**src/hw/rtl/sha_pkg.sv**
```systemverilog
// Shared types, constants and round functions for the SHA-256 hasher.
package sha_pkg;

  typedef logic [31:0] word_t;
  typedef word_t [0:7] state_t;

  typedef enum logic [2:0] {
    ST_IDLE,
    ST_PAD_MARK,
    ST_PAD_ZERO,
    ST_PAD_LEN,
    ST_ROUND,
    ST_UPDATE,
    ST_OUT
  } state_e;

  typedef struct packed {
    logic  push;
    logic  step;
    word_t push_word;
  } sched_ctrl_t;

  typedef struct packed {
    logic   load;
    logic   step;
    state_t load_value;
  } round_ctrl_t;

  localparam logic [1:0] ActAbsorb       = 2'd0;
  localparam logic [1:0] ActAbsorbFinish = 2'd1;

  localparam logic [7:0] PadMark = 8'h80;

  localparam state_t HashInit = '{
    32'h6a09e667, 32'hbb67ae85, 32'h3c6ef372, 32'ha54ff53a,
    32'h510e527f, 32'h9b05688c, 32'h1f83d9ab, 32'h5be0cd19
  };

  function automatic word_t ror(input word_t x, input int unsigned n);
    ror = (x >> n) | (x << (32 - n));
  endfunction

  function automatic word_t big_sigma0(input word_t x);
    big_sigma0 = ror(x, 2) ^ ror(x, 13) ^ ror(x, 22);
  endfunction

  function automatic word_t big_sigma1(input word_t x);
    big_sigma1 = ror(x, 6) ^ ror(x, 11) ^ ror(x, 25);
  endfunction

  function automatic word_t small_sigma0(input word_t x);
    small_sigma0 = ror(x, 7) ^ ror(x, 18) ^ (x >> 3);
  endfunction

  function automatic word_t small_sigma1(input word_t x);
    small_sigma1 = ror(x, 17) ^ ror(x, 19) ^ (x >> 10);
  endfunction

  function automatic word_t round_k(input logic [5:0] idx);
    case (idx)
      6'd0:  round_k = 32'h428a2f98;
      6'd1:  round_k = 32'h71374491;
      6'd2:  round_k = 32'hb5c0fbcf;
      6'd3:  round_k = 32'he9b5dba5;
      6'd4:  round_k = 32'h3956c25b;
      6'd5:  round_k = 32'h59f111f1;
      6'd6:  round_k = 32'h923f82a4;
      6'd7:  round_k = 32'hab1c5ed5;
      6'd8:  round_k = 32'hd807aa98;
      6'd9:  round_k = 32'h12835b01;
      6'd10: round_k = 32'h243185be;
      6'd11: round_k = 32'h550c7dc3;
      6'd12: round_k = 32'h72be5d74;
      6'd13: round_k = 32'h80deb1fe;
      6'd14: round_k = 32'h9bdc06a7;
      6'd15: round_k = 32'hc19bf174;
      6'd16: round_k = 32'he49b69c1;
      6'd17: round_k = 32'hefbe4786;
      6'd18: round_k = 32'h0fc19dc6;
      6'd19: round_k = 32'h240ca1cc;
      6'd20: round_k = 32'h2de92c6f;
      6'd21: round_k = 32'h4a7484aa;
      6'd22: round_k = 32'h5cb0a9dc;
      6'd23: round_k = 32'h76f988da;
      6'd24: round_k = 32'h983e5152;
      6'd25: round_k = 32'ha831c66d;
      6'd26: round_k = 32'hb00327c8;
      6'd27: round_k = 32'hbf597fc7;
      6'd28: round_k = 32'hc6e00bf3;
      6'd29: round_k = 32'hd5a79147;
      6'd30: round_k = 32'h06ca6351;
      6'd31: round_k = 32'h14292967;
      6'd32: round_k = 32'h27b70a85;
      6'd33: round_k = 32'h2e1b2138;
      6'd34: round_k = 32'h4d2c6dfc;
      6'd35: round_k = 32'h53380d13;
      6'd36: round_k = 32'h650a7354;
      6'd37: round_k = 32'h766a0abb;
      6'd38: round_k = 32'h81c2c92e;
      6'd39: round_k = 32'h92722c85;
      6'd40: round_k = 32'ha2bfe8a1;
      6'd41: round_k = 32'ha81a664b;
      6'd42: round_k = 32'hc24b8b70;
      6'd43: round_k = 32'hc76c51a3;
      6'd44: round_k = 32'hd192e819;
      6'd45: round_k = 32'hd6990624;
      6'd46: round_k = 32'hf40e3585;
      6'd47: round_k = 32'h106aa070;
      6'd48: round_k = 32'h19a4c116;
      6'd49: round_k = 32'h1e376c08;
      6'd50: round_k = 32'h2748774c;
      6'd51: round_k = 32'h34b0bcb5;
      6'd52: round_k = 32'h391c0cb3;
      6'd53: round_k = 32'h4ed8aa4a;
      6'd54: round_k = 32'h5b9cca4f;
      6'd55: round_k = 32'h682e6ff3;
      6'd56: round_k = 32'h748f82ee;
      6'd57: round_k = 32'h78a5636f;
      6'd58: round_k = 32'h84c87814;
      6'd59: round_k = 32'h8cc70208;
      6'd60: round_k = 32'h90befffa;
      6'd61: round_k = 32'ha4506ceb;
      6'd62: round_k = 32'hbef9a3f7;
      6'd63: round_k = 32'hc67178f2;
      default: round_k = 32'h0;
    endcase
  endfunction

endpackage

```
**src/hw/rtl/sha_sched.sv**
```systemverilog
// Message schedule as a sixteen-word sliding window, loaded word by word and expanded per round.
module sha_sched (
  input  logic                clk_i,
  input  sha_pkg::sched_ctrl_t ctrl_i,
  output sha_pkg::word_t      w_o
);
  import sha_pkg::*;

  word_t win_q [16];
  word_t win_d [16];
  word_t expand;

  assign expand = small_sigma1(win_q[14]) + win_q[9] + small_sigma0(win_q[1]) + win_q[0];

  always_comb begin
    for (int i = 0; i < 16; i++) begin
      win_d[i] = win_q[i];
    end
    if (ctrl_i.push || ctrl_i.step) begin
      for (int i = 0; i < 15; i++) begin
        win_d[i] = win_q[i + 1];
      end
      win_d[15] = ctrl_i.push ? ctrl_i.push_word : expand;
    end
  end

  always_ff @(posedge clk_i) begin
    for (int i = 0; i < 16; i++) begin
      win_q[i] <= win_d[i];
    end
  end

  assign w_o = win_q[0];

endmodule

```
**src/hw/rtl/sha_round.sv**
```systemverilog
// Working variables a to h and the shared compression round, applied once per cycle while step is set.
module sha_round (
  input  logic                clk_i,
  input  sha_pkg::round_ctrl_t ctrl_i,
  input  sha_pkg::word_t      k_i,
  input  sha_pkg::word_t      w_i,
  output sha_pkg::state_t     v_o
);
  import sha_pkg::*;

  state_t v_q;
  state_t v_d;
  word_t  t1;
  word_t  t2;
  word_t  choose;
  word_t  major;

  assign choose = v_q[6] ^ (v_q[4] & (v_q[5] ^ v_q[6]));
  assign major  = (v_q[0] & v_q[1]) | (v_q[0] & v_q[2]) | (v_q[1] & v_q[2]);
  assign t1     = v_q[7] + big_sigma1(v_q[4]) + choose + k_i + w_i;
  assign t2     = big_sigma0(v_q[0]) + major;

  always_comb begin
    v_d = v_q;
    if (ctrl_i.load) begin
      v_d = ctrl_i.load_value;
    end else if (ctrl_i.step) begin
      v_d[7] = v_q[6];
      v_d[6] = v_q[5];
      v_d[5] = v_q[4];
      v_d[4] = v_q[3] + t1;
      v_d[3] = v_q[2];
      v_d[2] = v_q[1];
      v_d[1] = v_q[0];
      v_d[0] = t1 + t2;
    end
  end

  always_ff @(posedge clk_i) begin
    v_q <= v_d;
  end

  assign v_o = v_q;

endmodule

```
**src/hw/rtl/sha256_message_hasher_unit.sv**
```systemverilog
// Top level of the SHA-256 hasher: byte intake, padding sequencer, hash state and digest output.
// Each absorbed byte is shifted into the current block; the 64th byte of a block starts the
// compression rounds, followed by an update of the hash state.
// A finish feeds the padding and length bytes at one per cycle through the same path, pausing while
// a block compresses, runs one or two compressions, then presents eight digest beats, one per cycle while taken.
// Reset is asynchronous and active low; it loads the initial hash and clears counts and length.
module sha256_message_hasher_unit (
  input  logic                clk_i,
  input  logic                rst_ni,
  input  logic                in_valid,
  output logic                in_ready,
  input  logic [7:0]          data_byte_i,
  input  logic [1:0]          action_i,
  output logic                out_valid,
  input  logic                out_ready,
  output sha_pkg::word_t      digest_word_o,
  output logic [2:0]          word_index_o,
  output logic                last_word_o
);
  import sha_pkg::*;

  state_e      state_q, state_d;
  state_e      ret_q, ret_d;
  state_e      after;
  state_t      hash_q, hash_d;
  logic [5:0]  fill_q, fill_d;
  logic [63:0] bitlen_q, bitlen_d;
  logic [5:0]  cnt_q, cnt_d;
  logic [2:0]  idx_q, idx_d;
  logic [23:0] word_q, word_d;
  logic        byte_valid;
  logic [7:0]  byte_val;
  logic        full;
  sched_ctrl_t sched_ctrl;
  round_ctrl_t round_ctrl;
  word_t       w;
  state_t      v;

  sha_sched u_sched (
    .clk_i  (clk_i),
    .ctrl_i (sched_ctrl),
    .w_o    (w)
  );

  sha_round u_round (
    .clk_i  (clk_i),
    .ctrl_i (round_ctrl),
    .k_i    (round_k(cnt_q)),
    .w_i    (w),
    .v_o    (v)
  );

  always_comb begin
    state_d    = state_q;
    ret_d      = ret_q;
    hash_d     = hash_q;
    bitlen_d   = bitlen_q;
    cnt_d      = cnt_q;
    idx_d      = idx_q;
    after      = state_q;
    byte_valid = 1'b0;
    byte_val   = data_byte_i;
    in_ready   = 1'b0;
    out_valid  = 1'b0;
    round_ctrl = '{load: 1'b0, step: 1'b0, load_value: hash_q};
    sched_ctrl = '{push: 1'b0, step: 1'b0, push_word: {word_q, byte_val}};

    case (state_q)
      ST_IDLE: begin
        in_ready = 1'b1;
        if (in_valid) begin
          if (action_i == ActAbsorb || action_i == ActAbsorbFinish) begin
            byte_valid = 1'b1;
            bitlen_d   = bitlen_q + 64'd8;
          end
          after = (action_i == ActAbsorb) ? ST_IDLE : ST_PAD_MARK;
        end
      end
      ST_PAD_MARK: begin
        byte_valid = 1'b1;
        byte_val   = PadMark;
        after      = (fill_q == 6'd55) ? ST_PAD_LEN : ST_PAD_ZERO;
      end
      ST_PAD_ZERO: begin
        byte_valid = 1'b1;
        byte_val   = 8'h00;
        after      = (fill_q == 6'd55) ? ST_PAD_LEN : ST_PAD_ZERO;
      end
      ST_PAD_LEN: begin
        byte_valid = 1'b1;
        byte_val   = bitlen_q[63:56];
        bitlen_d   = {bitlen_q[55:0], 8'h00};
        after      = (fill_q == 6'd63) ? ST_OUT : ST_PAD_LEN;
      end
      ST_ROUND: begin
        round_ctrl.step = 1'b1;
        sched_ctrl.step = 1'b1;
        cnt_d           = cnt_q + 6'd1;
        if (cnt_q == 6'd63) begin
          state_d = ST_UPDATE;
        end
      end
      ST_UPDATE: begin
        for (int i = 0; i < 8; i++) begin
          hash_d[i] = hash_q[i] + v[i];
        end
        state_d = ret_q;
      end
      ST_OUT: begin
        out_valid = 1'b1;
        if (out_ready) begin
          idx_d = idx_q + 3'd1;
          if (idx_q == 3'd7) begin
            hash_d  = HashInit;
            state_d = ST_IDLE;
          end
        end
      end
      default: begin
        state_d = ST_IDLE;
      end
    endcase

    full = byte_valid && (fill_q == 6'd63);
    sched_ctrl.push_word = {word_q, byte_val};
    sched_ctrl.push      = byte_valid && (fill_q[1:0] == 2'd3);
    round_ctrl.load      = full;

    if (state_q == ST_PAD_MARK || state_q == ST_PAD_ZERO || state_q == ST_PAD_LEN
        || (state_q == ST_IDLE && in_valid)) begin
      if (full) begin
        state_d = ST_ROUND;
        ret_d   = after;
        cnt_d   = 6'd0;
      end else begin
        state_d = after;
      end
    end
  end

  assign fill_d = byte_valid ? fill_q + 6'd1 : fill_q;
  assign word_d = byte_valid ? {word_q[15:0], byte_val} : word_q;

  always_ff @(posedge clk_i or negedge rst_ni) begin
    if (!rst_ni) begin
      state_q  <= ST_IDLE;
      ret_q    <= ST_IDLE;
      hash_q   <= HashInit;
      fill_q   <= 6'd0;
      bitlen_q <= 64'd0;
      cnt_q    <= 6'd0;
      idx_q    <= 3'd0;
    end else begin
      state_q  <= state_d;
      ret_q    <= ret_d;
      hash_q   <= hash_d;
      fill_q   <= fill_d;
      bitlen_q <= bitlen_d;
      cnt_q    <= cnt_d;
      idx_q    <= idx_d;
    end
  end

  always_ff @(posedge clk_i) begin
    word_q <= word_d;
  end

  assign digest_word_o = hash_q[idx_q];
  assign word_index_o  = idx_q;
  assign last_word_o   = (idx_q == 3'd7);

endmodule

```
**config.mk**
```make
export PLATFORM = sky130hd
export DESIGN_NAME = sha256_message_hasher_unit
export DESIGN_NICKNAME = d
export VERILOG_FILES = /design/src/hw/rtl/sha_pkg.sv /design/src/hw/rtl/sha_sched.sv /design/src/hw/rtl/sha_round.sv /design/src/hw/rtl/sha256_message_hasher_unit.sv
export SDC_FILE = /design/constraint.sdc
export NUM_CORES = 2
export LEC_CHECK = 0
export BUFFER_PORTS_ARGS = -buffer_cell sky130_fd_sc_hd__buf_2
export CAP_MARGIN = 0
export CORE_MARGIN = 2
export CORE_UTILIZATION = 70
export CTS_BUF_LIST = sky130_fd_sc_hd__clkbuf_8
export DETAILED_ROUTE_END_ITERATION = 7
export PLACE_DENSITY = 0.87
export SLEW_MARGIN = 15
export SYNTH_ARGS = -nofsm -noshare
export SYNTH_HDL_FRONTEND = slang
export SYNTH_SLANG_ARGS = --single-unit
```
**constraint.sdc**
```tcl
create_clock -name clk_i -period 24.8 [get_ports clk_i]
set_clock_uncertainty 0.2 [all_clocks]
set_input_delay 0 -clock clk_i [delete_from_list [all_inputs] [get_ports clk_i]]
set_output_delay 0 -clock clk_i [all_outputs]
set_load 0.02 [all_outputs]
```
Yosys cells after proc, flatten, opt, wreduce, memory -nomap -nowiden
Memory sizes are Yosys's and may differ from the RTL's.
Cells that the tools add are included.
W data, S select, Z words.
{ "totals": {"ff_bits": 621, "mem_bits_rw": 512, "mem_bits_ro": 2048, "in_bits": 14, "out_inout_bits": 38, "elab_cells": 150, "mem_count": 2} }
{ "memory_table": {"columns": ["name", "words", "word_bits", "rd", "rd_ports_with_merged_regs", "wr", "line", "rtl"], "rows": [
  ["(name not given)", 64, 32, 1, 0, 0, "sha_pkg.sv:60", "case (idx)"],
  ["u_sched.win_q", 16, 32, 16, 0, 16, "sha_sched.sv:9", "word_t win_q [16];"]
]} }
{ "classes": {"add_sub_neg": 22, "magnitude_cmp": 1, "eq_ne": 20, "mux": 34, "n_bitwise": 27, "reduce_logical": 21} }
{ "ops": {"columns": ["op", "count"], "rows": [
  ["$mux W256", 4],
  ["$add A32 B32 Y32", 18],
  ["$mux W512", 1],
  ["$pmux W256 S2", 1],
  ["$xor A32 B32 Y32", 8],
  ["$and A32 B32 Y32", 4],
  ["$mux W64", 2],
  ["$pmux W64 S2", 1],
  ["$bmux W32 S3", 1],
  ["$mux W32", 3],
  ["$add A64 B4 Y64 const B", 1],
  ["$or A32 B32 Y32", 2],
  ["$or A10 B32 Y32", 1],
  ["$or A13 B32 Y32", 1],
  ["$or A14 B32 Y32", 1],
  ["$or A15 B32 Y32", 1],
  ["$or A19 B32 Y32", 1],
  ["$or A21 B32 Y32", 1],
  ["$or A25 B32 Y32", 1],
  ["$or A26 B32 Y32", 1],
  ["$or A30 B32 Y32", 1],
  ["$or A7 B32 Y32", 1],
  ["$xor A32 B22 Y32", 1],
  ["$xor A32 B29 Y32", 1],
  ["31 further kinds", 67]
]} }

Longest topological paths before layout
{ "depth": {"depth_word": 10, "ltp_mapped": 36, "mapped_depth_nobuf": 35} }

Hierarchy
A second synthesis with hierarchy kept.
{ "unflattened": {"cells_unflattened": 6599, "hier_area_um2": 71979.0} }
{ "by_module_without_submodules": {"columns": ["mod", "n_inst", "cells_per_inst", "area_each_um2", "seq_area_each_um2"], "rows": [
  ["sha256_message_hasher_unit", 1, 3588, 31031.0, 9349.0],
  ["sha_round", 1, 1839, 20487.1, 7687.4],
  ["sha_sched", 1, 1172, 20460.9, 15374.7]
]} }

Worst setup path before layout
OpenSTA, ideal clock, no wires.
{ "synth_path": {"path_type": "register -> register", "startpoint": "register, netlist name state_q[1]", "endpoint": "memory u_sched.win_q[0][0] in the netlist's numbering, enable pin", "setup_ns": 0.901, "t_arrival_ns": 13.473, "required_time_ns": 23.699, "slack_ns": 10.226, "stages_incl_launch_ff": 7, "path_buffers": 2, "period_less_slack_ns": 14.574, "cell_sequence": "dfrtp_1 clkbuf_1 nor2_1 a21oi_1 nand2_1 clkbuf_1 nand2_1"} }
{ "synth_lines": {"columns": ["item", "line"], "rows": [
  ["end, declared", "sha_sched.sv:9"]
]} }

==> summary.md <==
| Metric | Value |
|---|---|
| Share of the synthesized area in the top cell type | 33.7% |
| Routed via count | 55,500 |
| TritonCTS clock tree | yes |
| Largest net degree at the start of global routing | 179 |
| Critical Path Fanout Max | 15 |
| Slew Viols, Final | 0 |
| Reg2reg setup slack | 15,560 ps |
| DRT antenna net count | 0 |
| WP buf/inv | 3 |
| RSZ-0062 raised after global routing | no |
| Area delta synth->final | 7.26% |
| H-tree depth | 4 |
| Leading cell types by count after synthesis | nand2_1, edfxtp_1, a21oi_1 |
| Setup CP Type | flop to flop |
| Relative slew margins | 19.5% |
| Reg-to-reg endpoint | u_round.v_o[255] |
| Total GRT Usage | 42.9% |
| Mean area per synthesized cell | 10.5 µm² |
| Drt total wl | 222 mm |
| Gr ovfl total | 0 |
| Final std cells w/o fill | 8,199 |
| Critical-path top delay cell | ha_1 |
| Floorplan core area | 100,000 µm² |
| Post-Syn Area | 70,600 µm² |
| Hold Crit Class | input pin to flop |
| First-pass GRT wire length | 330 mm |
| Sequential fraction of the synthesis area | 45.9% |
| Crit path DAT | 9620 ps |
| Main synth FF type | edfxtp_1 |
| Die Height | 322 µm |
| Dpl cells | 7,829 |
| DRT iter0 DRCs | 7,885 |
| Most frequent cell after synthesis | nand2_1 |
| Area of the multi-input gates | 35,900 µm² |
| Final TNS setup | 0 ps |
| Top cell by count, worst path | a21oi_1 |
| Port Buffers | 51 |
| Worst-path clk slew | 60 ps |
| # DRC | 0 |
| Flops & latches, synth | 1,130 |
| Synth Instances | 6,738 |
| Final Cycle Share | 37.3% |
| Max stage delay on crit path | 660 ps |
| WHS Path Cells | 4 |
| Pre-antenna DRT Iters | 6 |
| Std-Cell Rows | 116 |
| Vias in the first global route | 53,500 |
| YS warnings | 0 |
| Wire per inst | 27.1 µm |
| Initial antenna violation count | 8 |
| Fmax | 108 MHz |
| Hpwl dp | 161 mm |
| Min-delay src | data_byte_i[7] |
| Final Hold Viols | 0 |
| DR vias/cell | 6.77 |
| CP delay by family, top | compound AO/OA/AOI/OAI gates |
| Yosys top cell by area | edfxtp_1 |
| Crit start category | flop |
| Post-Syn Nets | 7,350 |
| Ys async rst share | 29.9% |
| Clk root buf | clkbuf_8 |
| Min cycle time layout | 9240 ps |
| Layout Nets | 7,356 |
| Worst-Skew Late Latency | 910 ps |
| I/O pin count | 52 |
| Die ar. | 103,000 µm² |
| Worst Hold Path EP | word_q[7] |
| Max-cap violations | 0 |
| Clk sinks | 1,130 |
| DIE WIDTH | 322 µm |
| Req. time, crit path | 25,180 ps |
| Clock buffer depth | 3 |
| Number of flops mapped to enable cells by yosys | 792 |
| Initial Util | 70.6% |
| Inserted Clock Buffers | 185 |
| Setup crit start | cnt_q[0] |
| Routability cong. | 1.05 |
| R2R cell count | 30 |
| Post-CTS Repair Setup Buffers | 0 |
| Reg-to-reg startpoint | cnt_q[0] |
| Unique masters post-synth | 99 |
| Synth area leaders | edfxtp_1, dfrtp_1, ha_1, fa_1, nand2_1 |
| Share of cells above drive strength 1 | 9.39% |
| Slew @ Worst Pin | 1210 ps |
| Outcome | completed |
| # setup viols final | 0 |
| Filler instances | 6,603 |
| Crit end category | flop |
| Storage element area | 32,400 µm² |
==> layout by cell type (no fill, tap or decap), types with 74 or more instances in the layout <==
cell type / n
nand2_1: 1013
edfxtp_1: 792
a21oi_1: 517
nor2_1: 411
ha_1: 403
inv_1: 392
xnor2_1: 382
o21ai_0: 376
xor2_1: 228
clkbuf_8: 205
dfrtp_1: 197
a21o_1: 196
fa_1: 195
dfstp_2: 136
nand3_1: 120
nor3_1: 78
nand2b_1: 74
==> metal layers <==
layer	global-route usage (%)	vias up	part of all wire, %
li1	-	24100	-
met1	58.2	26800	38
met2	61.8	3832	42
met3	14.3	746	14
met4	22.2	6	6.1
met5	0	-	0.018
==> worst max path at each step <==
| stage | to | slack, ps | depth (start not counted) |
|---|---|---|---|
| finish | u_round.v_o[255] | 15560 | 30 |
| global route | u_round.v_o[255] | 15050 | 30 |
| CTS | u_round.v_o[255] | 15780 | 29 |
| detailed placement | u_round.v_o[255] | 15820 | 29 |
| global placement | u_round.v_o[255] | 15960 | 29 |
| floorplan | u_sched.win_q[0][0] | 10230 | 6 |
==> sequential cells by signal, summed over array words and instances, names as in the netlist <==
name	count
ret_q	3
word_q	24
cnt_q	6
hash_q	256
u_sched.win_q	512
bitlen_q	61
state_q	3
word_index_o	3
fill_q	6
u_round.v_o	256
==> tightest hold or removal path, stage by stage <==
cell,delay [ps]
dlygate4sd3_1,530
buf_2,120
inv_1,60
o22ai_1,190
==> per-stage QoR <==
step | worst slack, ps | instance area (µm²) | hold WS, ps | util, %
global route | 15050 | 75700 | 58.4 | 75.7
finish | 15560 | 75700 | 81.0 | 75.7
global placement | 15960 | 71800 | -84.9 | 71.8
CTS | 15780 | 75700 | 2.83 | 75.7
detailed placement | 15820 | 71800 | -84.4 | 71.8
floorplan | 10230 | 70600 | -496 | -
==> logic make-up (layout without fill, tap and decap cells) <==
logic type               Yosys count  count (layout)  synth area share [%]
AND/OR/NAND/NOR                 1952            1952                  12.0
other                              0               2                     0
multiplexers                     148             148                  3.39
adder cells (fa/ha/maj)          620             620                  13.0
AO/OA/AOI/OAI                   1656            1656                  14.7
buffers and inverters            621             782                  3.31
XOR/XNOR                         611             611                  7.60
flip-flops                      1130            1130                  45.9
==> timing repair <==
| item | 4_1_cts | 5_1_grt |
|---|---|---|
| hold buffers | 26 | 0 |
| hold endpoints to repair | 238 | 0 |
| gates resized for setup | 0 | 0 |
| setup endpoints to repair | 0 | 0 |
==> layout make-up <==
| type | count | share of cell area [%] |
|---|---|---|
| Clock buffer | 205 | 3.73 |
| Multi-Input combinational cell | 4987 | 47.4 |
| Sequential cell | 1130 | 42.8 |
| Antenna cell | 2 | 0.00661 |
| Inverter | 316 | 1.57 |
| Tap cell | 1298 | 2.15 |
| Clock inverter | 137 | 1.03 |
| Timing Repair Buffer | 124 | 1.25 |
Power is not shown: default switching activity piles up to over one toggle a cycle in this logic, so the estimate is an artifact.
